## src/bni_pkg.sv

```systemverilog
// ----------------------------------------------------------------------------
// bni_pkg
// shared types and constants for the bilinear no-data interpolator
// ----------------------------------------------------------------------------
package bni_pkg;

   localparam int SAMPLE_BITS = 16;
   localparam int WEIGHT_BITS = 16;
   localparam int ELEV_BITS   = 32;

   // sum of up to four valid samples
   localparam int SUM_BITS   = SAMPLE_BITS + 2;
   localparam int COUNT_BITS = 3;

   // divide by three: q = (s * ceil(2^20 / 3)) >> 20, exact for s < 2^19
   localparam int                  DIV3_SHIFT = 20;
   localparam int                  RECIP_BITS = 19;
   localparam logic [RECIP_BITS-1:0] DIV3_RECIP = 19'd349526;
   localparam int                  QUOT_BITS  = SUM_BITS + RECIP_BITS - DIV3_SHIFT;

   localparam logic [COUNT_BITS-1:0] CNT_NONE  = 3'd0;
   localparam logic [COUNT_BITS-1:0] CNT_ONE   = 3'd1;
   localparam logic [COUNT_BITS-1:0] CNT_TWO   = 3'd2;
   localparam logic [COUNT_BITS-1:0] CNT_THREE = 3'd3;
   localparam logic [COUNT_BITS-1:0] CNT_ALL   = 3'd4;

   typedef struct packed {
      logic [SAMPLE_BITS-1:0] corner_nw;
      logic [SAMPLE_BITS-1:0] corner_ne;
      logic [SAMPLE_BITS-1:0] corner_sw;
      logic [SAMPLE_BITS-1:0] corner_se;
      logic [WEIGHT_BITS-1:0] frac_x;
      logic [WEIGHT_BITS-1:0] frac_y;
   } req_payload_type;

   typedef struct packed {
      logic [ELEV_BITS-1:0] elevation;
      logic                 no_data;
      logic                 corners_filled;
   } rsp_payload_type;

endpackage

```

## src/bni_lerp.sv

```systemverilog
// ----------------------------------------------------------------------------
// bni_lerp
// two-stage linear blend: a + floor((b - a) * t / 2^16)
// ----------------------------------------------------------------------------
module bni_lerp
   import bni_pkg::*;
#(
   parameter int VALUE_BITS = 32
) (
   input  logic                   clock,
   input  logic [VALUE_BITS-1:0]  in_a,
   input  logic [VALUE_BITS-1:0]  in_b,
   input  logic [WEIGHT_BITS-1:0] in_t,
   output logic [VALUE_BITS-1:0]  out_value
);

   localparam int DIFF_BITS = VALUE_BITS + 1;
   localparam int PROD_BITS = DIFF_BITS + WEIGHT_BITS + 1;

   logic signed [DIFF_BITS-1:0] diff;
   logic signed [PROD_BITS-1:0] prod_in;
   logic signed [PROD_BITS-1:0] prod_ff;
   logic [VALUE_BITS-1:0]       a_ff;
   logic signed [PROD_BITS-1:0] step;
   logic [VALUE_BITS-1:0]       value_in;
   logic [VALUE_BITS-1:0]       value_ff;

   // stage one: signed difference times weight
   always_comb begin
      diff    = $signed({1'b0, in_b}) - $signed({1'b0, in_a});
      prod_in = PROD_BITS'(diff) * $signed({{(PROD_BITS-WEIGHT_BITS){1'b0}}, in_t});
   end

   always_ff @(posedge clock) begin
      prod_ff <= prod_in;
      a_ff    <= in_a;
   end

   // stage two: arithmetic shift floors, result stays between a and b
   always_comb begin
      step     = prod_ff >>> WEIGHT_BITS;
      value_in = a_ff + step[VALUE_BITS-1:0];
   end

   always_ff @(posedge clock) begin
      value_ff <= value_in;
   end

   assign out_value = value_ff;

endmodule

```

## src/bilinear_nodata_interpolator_core.sv

```systemverilog
// ----------------------------------------------------------------------------
// bilinear_nodata_interpolator_core
// bilinear elevation blend of one grid cell with no-data corner fill
// ----------------------------------------------------------------------------
// one cell enters per clock and its result comes out of the last stage as a
// one-cycle rsp_valid strobe; busy never rises, so start may be held high
// for a full-rate stream. the seven stages are: corner classify and valid
// sum, divide-by-three reciprocal multiply, fill average and corner
// substitution, then two stages each for the x blend and the y blend
// (multiply, then shift and add). the receiver cannot stall, so nothing
// backs up. nodata_code may only be written while no cell is in flight;
// csr_ready is always high. elevation is unsigned 16.FRACTION_BITS and
// saturates when wider than 32 bits.
// ----------------------------------------------------------------------------
module bilinear_nodata_interpolator_core
   import bni_pkg::*;
#(
   parameter int FRACTION_BITS = 16
) (
   input  logic                   clock,
   input  logic                   reset,
   // request beat
   input  logic                   start,
   output logic                   busy,
   input  req_payload_type        req_payload,
   // response beat
   output logic                   rsp_valid,
   output rsp_payload_type        rsp_payload,
   // no-data code register
   input  logic                   csr_valid,
   output logic                   csr_ready,
   input  logic [SAMPLE_BITS-1:0] csr_data
);

   // corner value in 16.FRACTION_BITS
   localparam int VALUE_BITS = SAMPLE_BITS + FRACTION_BITS;
   localparam int PROD3_BITS = SUM_BITS + RECIP_BITS;
   localparam int WIDE_BITS  = VALUE_BITS + ELEV_BITS;

   // fractional part of a third and of two thirds, truncated
   localparam longint                   ONE_SCALED  = longint'(1) << FRACTION_BITS;
   localparam logic [FRACTION_BITS-1:0] THIRD_FRAC  = FRACTION_BITS'(ONE_SCALED / 3);
   localparam logic [FRACTION_BITS-1:0] THIRDS_FRAC = FRACTION_BITS'((2 * ONE_SCALED) / 3);

   // ---------------------------------------------------------------------
   // configuration
   // ---------------------------------------------------------------------
   logic [SAMPLE_BITS-1:0] nodata_code_ff;

   always_ff @(posedge clock) begin
      if (reset) begin
         nodata_code_ff <= '1;
      end else if (csr_valid && csr_ready) begin
         nodata_code_ff <= csr_data;
      end
   end

   assign csr_ready = 1'b1;
   assign busy      = 1'b0;

   // ---------------------------------------------------------------------
   // stage 1: classify corners, sum and count the valid ones
   // ---------------------------------------------------------------------
   logic [3:0][SAMPLE_BITS-1:0] raw;
   logic [3:0]                  miss_in;
   logic [SUM_BITS-1:0]         sum_in;
   logic [COUNT_BITS-1:0]       cnt_in;

   logic                        s1_valid_ff;
   logic [3:0][SAMPLE_BITS-1:0] s1_raw_ff;
   logic [3:0]                  s1_miss_ff;
   logic [SUM_BITS-1:0]         s1_sum_ff;
   logic [COUNT_BITS-1:0]       s1_cnt_ff;
   logic [WEIGHT_BITS-1:0]      s1_fx_ff;
   logic [WEIGHT_BITS-1:0]      s1_fy_ff;

   always_comb begin
      raw[0] = req_payload.corner_nw;
      raw[1] = req_payload.corner_ne;
      raw[2] = req_payload.corner_sw;
      raw[3] = req_payload.corner_se;
      sum_in = '0;
      cnt_in = '0;
      for (int i = 0; i < 4; i++) begin
         miss_in[i] = (raw[i] == nodata_code_ff);
         if (!miss_in[i]) begin
            sum_in = sum_in + SUM_BITS'(raw[i]);
            cnt_in = cnt_in + COUNT_BITS'(1);
         end
      end
   end

   always_ff @(posedge clock) begin
      if (reset) begin
         s1_valid_ff <= 1'b0;
      end else begin
         s1_valid_ff <= start && !busy;
      end
   end

   always_ff @(posedge clock) begin
      s1_raw_ff  <= raw;
      s1_miss_ff <= miss_in;
      s1_sum_ff  <= sum_in;
      s1_cnt_ff  <= cnt_in;
      s1_fx_ff   <= req_payload.frac_x;
      s1_fy_ff   <= req_payload.frac_y;
   end

   // ---------------------------------------------------------------------
   // stage 2: quotient of the sum by three through the reciprocal
   // ---------------------------------------------------------------------
   logic [PROD3_BITS-1:0]       prod3;

   logic                        s2_valid_ff;
   logic [3:0][SAMPLE_BITS-1:0] s2_raw_ff;
   logic [3:0]                  s2_miss_ff;
   logic [SUM_BITS-1:0]         s2_sum_ff;
   logic [COUNT_BITS-1:0]       s2_cnt_ff;
   logic [WEIGHT_BITS-1:0]      s2_fx_ff;
   logic [WEIGHT_BITS-1:0]      s2_fy_ff;
   logic [QUOT_BITS-1:0]        s2_q3_ff;

   assign prod3 = PROD3_BITS'(s1_sum_ff) * PROD3_BITS'(DIV3_RECIP);

   always_ff @(posedge clock) begin
      if (reset) begin
         s2_valid_ff <= 1'b0;
      end else begin
         s2_valid_ff <= s1_valid_ff;
      end
   end

   always_ff @(posedge clock) begin
      s2_raw_ff  <= s1_raw_ff;
      s2_miss_ff <= s1_miss_ff;
      s2_sum_ff  <= s1_sum_ff;
      s2_cnt_ff  <= s1_cnt_ff;
      s2_fx_ff   <= s1_fx_ff;
      s2_fy_ff   <= s1_fy_ff;
      s2_q3_ff   <= prod3[PROD3_BITS-1:DIV3_SHIFT];
   end

   // ---------------------------------------------------------------------
   // stage 3: fill average and substitution of missing corners
   // ---------------------------------------------------------------------
   logic [SUM_BITS:0]            rem_full;
   logic [FRACTION_BITS-1:0]     rem_frac;
   logic [VALUE_BITS-1:0]        avg;
   logic [3:0][VALUE_BITS-1:0]   fill_in;

   logic                         s3_valid_ff;
   logic [3:0][VALUE_BITS-1:0]   s3_val_ff;
   logic [WEIGHT_BITS-1:0]       s3_fx_ff;
   logic [WEIGHT_BITS-1:0]       s3_fy_ff;
   logic                         s3_nodata_ff;
   logic                         s3_filled_ff;

   always_comb begin
      // remainder of the sum by three, always 0..2
      rem_full = {1'b0, s2_sum_ff} - ((SUM_BITS + 1)'(s2_q3_ff) * (SUM_BITS + 1)'(3));
      unique case (rem_full[1:0])
         2'd1:    rem_frac = THIRD_FRAC;
         2'd2:    rem_frac = THIRDS_FRAC;
         default: rem_frac = '0;
      endcase

      unique case (s2_cnt_ff)
         CNT_ONE:   avg = VALUE_BITS'(s2_sum_ff) << FRACTION_BITS;
         CNT_TWO:   avg = VALUE_BITS'(s2_sum_ff) << (FRACTION_BITS - 1);
         CNT_THREE: avg = {s2_q3_ff[SAMPLE_BITS-1:0], rem_frac};
         default:   avg = '0;
      endcase

      for (int i = 0; i < 4; i++) begin
         fill_in[i] = s2_miss_ff[i] ? avg : {s2_raw_ff[i], {FRACTION_BITS{1'b0}}};
      end
   end

   always_ff @(posedge clock) begin
      if (reset) begin
         s3_valid_ff <= 1'b0;
      end else begin
         s3_valid_ff <= s2_valid_ff;
      end
   end

   always_ff @(posedge clock) begin
      s3_val_ff    <= fill_in;
      s3_fx_ff     <= s2_fx_ff;
      s3_fy_ff     <= s2_fy_ff;
      s3_nodata_ff <= (s2_cnt_ff == CNT_NONE);
      s3_filled_ff <= (s2_cnt_ff != CNT_NONE) && (s2_cnt_ff != CNT_ALL);
   end

   // ---------------------------------------------------------------------
   // stages 4-5: blend along x, top and bottom rows in parallel
   // ---------------------------------------------------------------------
   logic [VALUE_BITS-1:0]  top_value;
   logic [VALUE_BITS-1:0]  bot_value;

   logic [1:0]             xs_valid_ff;
   logic [WEIGHT_BITS-1:0] xs_fy_ff [2];
   logic [1:0]             xs_nodata_ff;
   logic [1:0]             xs_filled_ff;

   bni_lerp #(
      .VALUE_BITS (VALUE_BITS)
   ) u_lerp_top (
      .clock     (clock),
      .in_a      (s3_val_ff[0]),
      .in_b      (s3_val_ff[1]),
      .in_t      (s3_fx_ff),
      .out_value (top_value)
   );

   bni_lerp #(
      .VALUE_BITS (VALUE_BITS)
   ) u_lerp_bot (
      .clock     (clock),
      .in_a      (s3_val_ff[2]),
      .in_b      (s3_val_ff[3]),
      .in_t      (s3_fx_ff),
      .out_value (bot_value)
   );

   always_ff @(posedge clock) begin
      if (reset) begin
         xs_valid_ff <= '0;
      end else begin
         xs_valid_ff <= {xs_valid_ff[0], s3_valid_ff};
      end
   end

   always_ff @(posedge clock) begin
      xs_fy_ff[0]  <= s3_fy_ff;
      xs_fy_ff[1]  <= xs_fy_ff[0];
      xs_nodata_ff <= {xs_nodata_ff[0], s3_nodata_ff};
      xs_filled_ff <= {xs_filled_ff[0], s3_filled_ff};
   end

   // ---------------------------------------------------------------------
   // stages 6-7: blend along y, then saturate to 32 bits
   // ---------------------------------------------------------------------
   logic [VALUE_BITS-1:0] mid_value;
   logic [WIDE_BITS-1:0]  wide_value;
   logic [ELEV_BITS-1:0]  elev_sat;

   logic [1:0]            ys_valid_ff;
   logic [1:0]            ys_nodata_ff;
   logic [1:0]            ys_filled_ff;

   bni_lerp #(
      .VALUE_BITS (VALUE_BITS)
   ) u_lerp_mid (
      .clock     (clock),
      .in_a      (top_value),
      .in_b      (bot_value),
      .in_t      (xs_fy_ff[1]),
      .out_value (mid_value)
   );

   always_ff @(posedge clock) begin
      if (reset) begin
         ys_valid_ff <= '0;
      end else begin
         ys_valid_ff <= {ys_valid_ff[0], xs_valid_ff[1]};
      end
   end

   always_ff @(posedge clock) begin
      ys_nodata_ff <= {ys_nodata_ff[0], xs_nodata_ff[1]};
      ys_filled_ff <= {ys_filled_ff[0], xs_filled_ff[1]};
   end

   always_comb begin
      wide_value = WIDE_BITS'(mid_value);
      if (|wide_value[WIDE_BITS-1:ELEV_BITS]) begin
         elev_sat = '1;
      end else begin
         elev_sat = wide_value[ELEV_BITS-1:0];
      end
   end

   // response beat, a single-cycle strobe
   always_comb begin
      rsp_valid                  = ys_valid_ff[1];
      rsp_payload.elevation      = ys_nodata_ff[1] ? '0 : elev_sat;
      rsp_payload.no_data        = ys_nodata_ff[1];
      rsp_payload.corners_filled = ys_filled_ff[1];
   end

endmodule
```

## config.mk

```make
export PLATFORM = sky130hd
export DESIGN_NAME = bilinear_nodata_interpolator_core
export DESIGN_NICKNAME = d
export VERILOG_FILES = /design/src/bni_pkg.sv /design/src/bni_lerp.sv /design/src/bilinear_nodata_interpolator_core.sv
export SDC_FILE = /design/constraint.sdc
export NUM_CORES = 2
export LEC_CHECK = 0
export BUFFER_PORTS_ARGS = -buffer_cell sky130_fd_sc_hd__buf_4
export CAP_MARGIN = 5
export CORE_UTILIZATION = 40
export CTS_CLUSTER_DIAMETER = 60
export DETAILED_ROUTE_END_ITERATION = 10
export HOLD_SLACK_MARGIN = 0.05
export PLACE_DENSITY = 0.56
export SLEW_MARGIN = 20
export SYNTH_ARGS = -nofsm -noshare
export SYNTH_HDL_FRONTEND = slang
export SYNTH_SLANG_ARGS = --single-unit
```

## constraint.sdc

```tcl
create_clock -name clock -period 20.5 [get_ports clock]
set_input_delay 1.025 -clock clock [delete_from_list [all_inputs] [get_ports clock]]
set_output_delay 1.025 -clock clock [all_outputs]
set_load 0.05 [all_outputs]
```

==> flow_summary_export.csv <==
group,metric,value,unit
timing,period_needed,9.779,ns
critical_path,worst_ep_arrival_time,10.35,ns
routing,post-route-drc-count,0,
timing,final.setup.tns,0,ns
critical_path,critPathKind,"reg2reg",
clocking,clock_path_buffers,3,
critical_path,worst-endpoint-required,21.07,ns
worst_hold_path,holdCritStartpoint,"s1_raw_ff[19]$_DFF_P_",
routing,dr_total_vias,61800,
placement,place.detailed.hpwl,197900,um
yosys,synthesis.area_per_instance,9.307,sq um
global_routing,grt_max_degree,82,
critical_path,endpoint_kind,"flip-flop",
clocking,post_cts.resized_instances,0,
routing,average_wire_per_standard_cell,20.45,um
yosys,synth_cell_type_count,93,
floorplanning,std_cell_rows,170,
worst_hold_path,holdCritPathClass,"reg2reg",
floorplanning,floorplan.io_pins,153,
final_layout,nets,11700,
run_status,outcome,"complete, no violations",
final_layout,layout-drive-gt1-share,6.672,%
critical_path,critical_path_peak_fanout,65,
final_layout,commonest_non_fill_non_tap_cell_in_the_layout,"sky130_fd_sc_hd__inv_1",
yosys,synthesis.yosys.warnings,0,
global_routing,grt_pass1_vias,65400,
timing,setup_viol_count_final,0,
clocking,worst_path_clk_slew,0.07,ns
critical_path,critical_path.max_stage_delay,0.88,ns
critical_path,timing.critical_path.slowest_stage_cell,"sky130_fd_sc_hd__ha_1",
yosys,postSynth.asyncResetShare,0,%
timing,final-hold-violation-count,0,
clocking,clk-insertion-delay-late,0.72,ns
routing,viasPerCell,5.061,
global_routing,track_usage,23.26,%
critical_path,startpoint_type,"flip-flop",
final_layout,multiInputGateArea,0.06354,sq mm
yosys,yosysSeqAreaShare,15.96,%
timing,worst_slew_margin_rel,21.79,%
global_routing,grt_pass1_wl,387400,um
clocking,numCtsBuffers,87,
timing,tightest_slew,1.172,ns
yosys,synth-edff-count,0,
final_layout,final_cell_mix,"sky130_fd_sc_hd__inv_1, sky130_fd_sc_hd__fa_1, sky130_fd_sc_hd__nand2_1, sky130_fd_sc_hd__ha_1, sky130_fd_sc_hd__dfxtp_1",
routing,first_iter_violations,3714,
floorplanning,die_y,467.8,um
routing,ant_nets,0,
yosys,synth-main-ff-cell,"sky130_fd_sc_hd__dfxtp_1",
final_layout,register_area,0.01389,sq mm
timing,drv_slew,0,
flow_run,drv_cap,0,
yosys,synth_area_leader_cell,"sky130_fd_sc_hd__fa_1",
yosys,synth_fp_nets,11730,
yosys,yosys.area.top_type_share,36.59,%
timing,finClkSkew,0.06903,ns
routing,detail_route.first_pass.iterations,7,
clocking,ctsHoldBuffers,0,
clocking,clkSinkCount,692,
final_layout,flow.area_growth_from_synthesis,8.569,%
timing,clock.fmax,0.1023,GHz
critical_path,critical-path-top-cell-by-count,"sky130_fd_sc_hd__fa_1",
final_layout,fillCellCount,20920,
clocking,cts.htree.levels,3,
routing,routed_wl,249600,um
timing,layout_worst_path_cycle_share,47.70,%
yosys,synth.top_cells.by_area,"sky130_fd_sc_hd__fa_1, sky130_fd_sc_hd__dfxtp_1, sky130_fd_sc_hd__ha_1",
floorplanning,fp.dieArea,0.2188,sq mm
floorplanning,die_width,467.8,um
yosys,synth.cell_area,0.08677,sq mm
clocking,cts_tree,"done",
clocking,root_driver,"sky130_fd_sc_hd__clkbuf_16",
global_routing,grt_remaining_overflow,0,
global_routing,number_of_antenna_violations_at_the_first_check_in_global_routing,23,
critical_path,worstSetupStartpoint,"s3_val_ff[78]$_SDFF_PN0_",
timing,rsz_0062_raised_after_global_routing,"no",
clocking,post_cts_setup_repair_buffer_count,0,
placement,routability_congestion_estimate_from_global_placement,0.9200,
placement,buffer_ports.inserted,150,
yosys,netlist_instances,9324,
critical_path,critical_path.reg2reg.startpoint,"s3_val_ff[78]$_SDFF_PN0_",
yosys,synth_seq_cells,692,
floorplanning,initial_utilization,40.35,%
floorplanning,core-area,0.2150,sq mm
==> cell usage after synthesis (51+ instances only) <==
cell and n:
sky130_fd_sc_hd__nand3_1 83, sky130_fd_sc_hd__clkbuf_1 368, sky130_fd_sc_hd__nor2_1 210, sky130_fd_sc_hd__a21o_1 118, sky130_fd_sc_hd__xnor2_1 262, sky130_fd_sc_hd__dfxtp_1 692, sky130_fd_sc_hd__a21oi_1 226, sky130_fd_sc_hd__inv_1 2150
sky130_fd_sc_hd__nor2b_1 152, sky130_fd_sc_hd__mux2_2 98, sky130_fd_sc_hd__o21ai_0 153, sky130_fd_sc_hd__ha_1 705, sky130_fd_sc_hd__fa_1 1586, sky130_fd_sc_hd__nor3_1 51, sky130_fd_sc_hd__and2_1 543, sky130_fd_sc_hd__o21a_1 60
sky130_fd_sc_hd__nand2b_1 68, sky130_fd_sc_hd__nand4_1 60, sky130_fd_sc_hd__and3_1 63, sky130_fd_sc_hd__xor2_1 122, sky130_fd_sc_hd__nand2_1 992
==> per-layer routing <==
| metal | global-route usage (%) | routed length (um) |
|---|---|---|
| met5 | 0 | 42 |
| met4 | 8.787 | 10230 |
| met3 | 2.995 | 12910 |
| met2 | 38.65 | 118400 |
| met1 | 30.83 | 108100 |
==> worst max-delay path, delay by kind of cell, from the launching register on <==
kind	cells	cell delay, ns
AOI/OAI and AO/OA	15	3.62
and+or+nand+nor	3	0.70
adders and majority gates	8	4.21
xor gates and xnor gates	1	0.12
DFF	1	0.35
buffers and inverters	6	0.60
==> cells by family (layout without fill, tap and decap cells) <==
group,count (synthesis),count (layout),synth area share [%]
flops,692,692,15.96
buf+inv,2544,2587,11.04
simple gates,2382,2382,13.77
compound gates,910,910,7.062
fa+ha+maj,2291,2291,46.76
mux,119,119,1.528
other cells,2,7,0.008655
xor+xnor,384,384,3.876
==> sequential cells by signal (all words and copies together), names as in the netlist, 18 cells and up <==
| register | flops |
|---|---|
| s1_raw_ff | 64 |
| s1_sum_ff | 18 |
| s2_raw_ff | 64 |
| s3_val_ff | 76 |
| u_lerp_bot.a_ff | 19 |
| u_lerp_bot.out_value | 32 |
| u_lerp_bot.prod_ff | 32 |
| u_lerp_mid.a_ff | 32 |
| u_lerp_mid.out_value | 32 |
| u_lerp_mid.prod_ff | 32 |
| u_lerp_top.a_ff | 19 |
| u_lerp_top.out_value | 32 |
| u_lerp_top.prod_ff | 32 |
| xs_fy_ff | 32 |
==> through the flow <==
step / instance area [sq um] / worst slack (ns) / hold slack [ns] / util (%) / cells
finish: 94210 / 10.72 / 0.3152 / 43.81 / 12210
global route: 94200 / 10.20 / 0.3249 / 43.81 / 12210
CTS: 94180 / 10.81 / 0.3174 / 43.79 / 12210
detailed placement: 91110 / 10.89 / 0.3120 / 42.37 / 12040
global placement: 91110 / 10.91 / 0.3098 / 42.37 / 12040
floorplan: 86770 / 12.45 / 0.3096 / - / 9324
==> final timing paths <==
kind	to	slack, ns	depth (start not counted)
min	s2_raw_ff[19]$_DFF_P_	0.32	0
min reg2reg	s2_raw_ff[19]$_DFF_P_	0.32	0
max reg2reg	u_lerp_bot.prod_ff[47]$_DFF_P_	10.72	33
max	u_lerp_bot.prod_ff[47]$_DFF_P_	10.72	33
==> area by class of cell <==
type	instances	share of cell area [%]
multi-input combinational	6088	67.45
clock buffer	109	2.527
antenna	5	0.01328
tap	2838	3.769
inverter	2152	8.574
sequential	692	14.74
timing repair buffer	273	2.202
clock inverter	53	0.7225
Power is not shown: default switching activity piles up to over one toggle a cycle in this logic, so the estimate is an artifact.
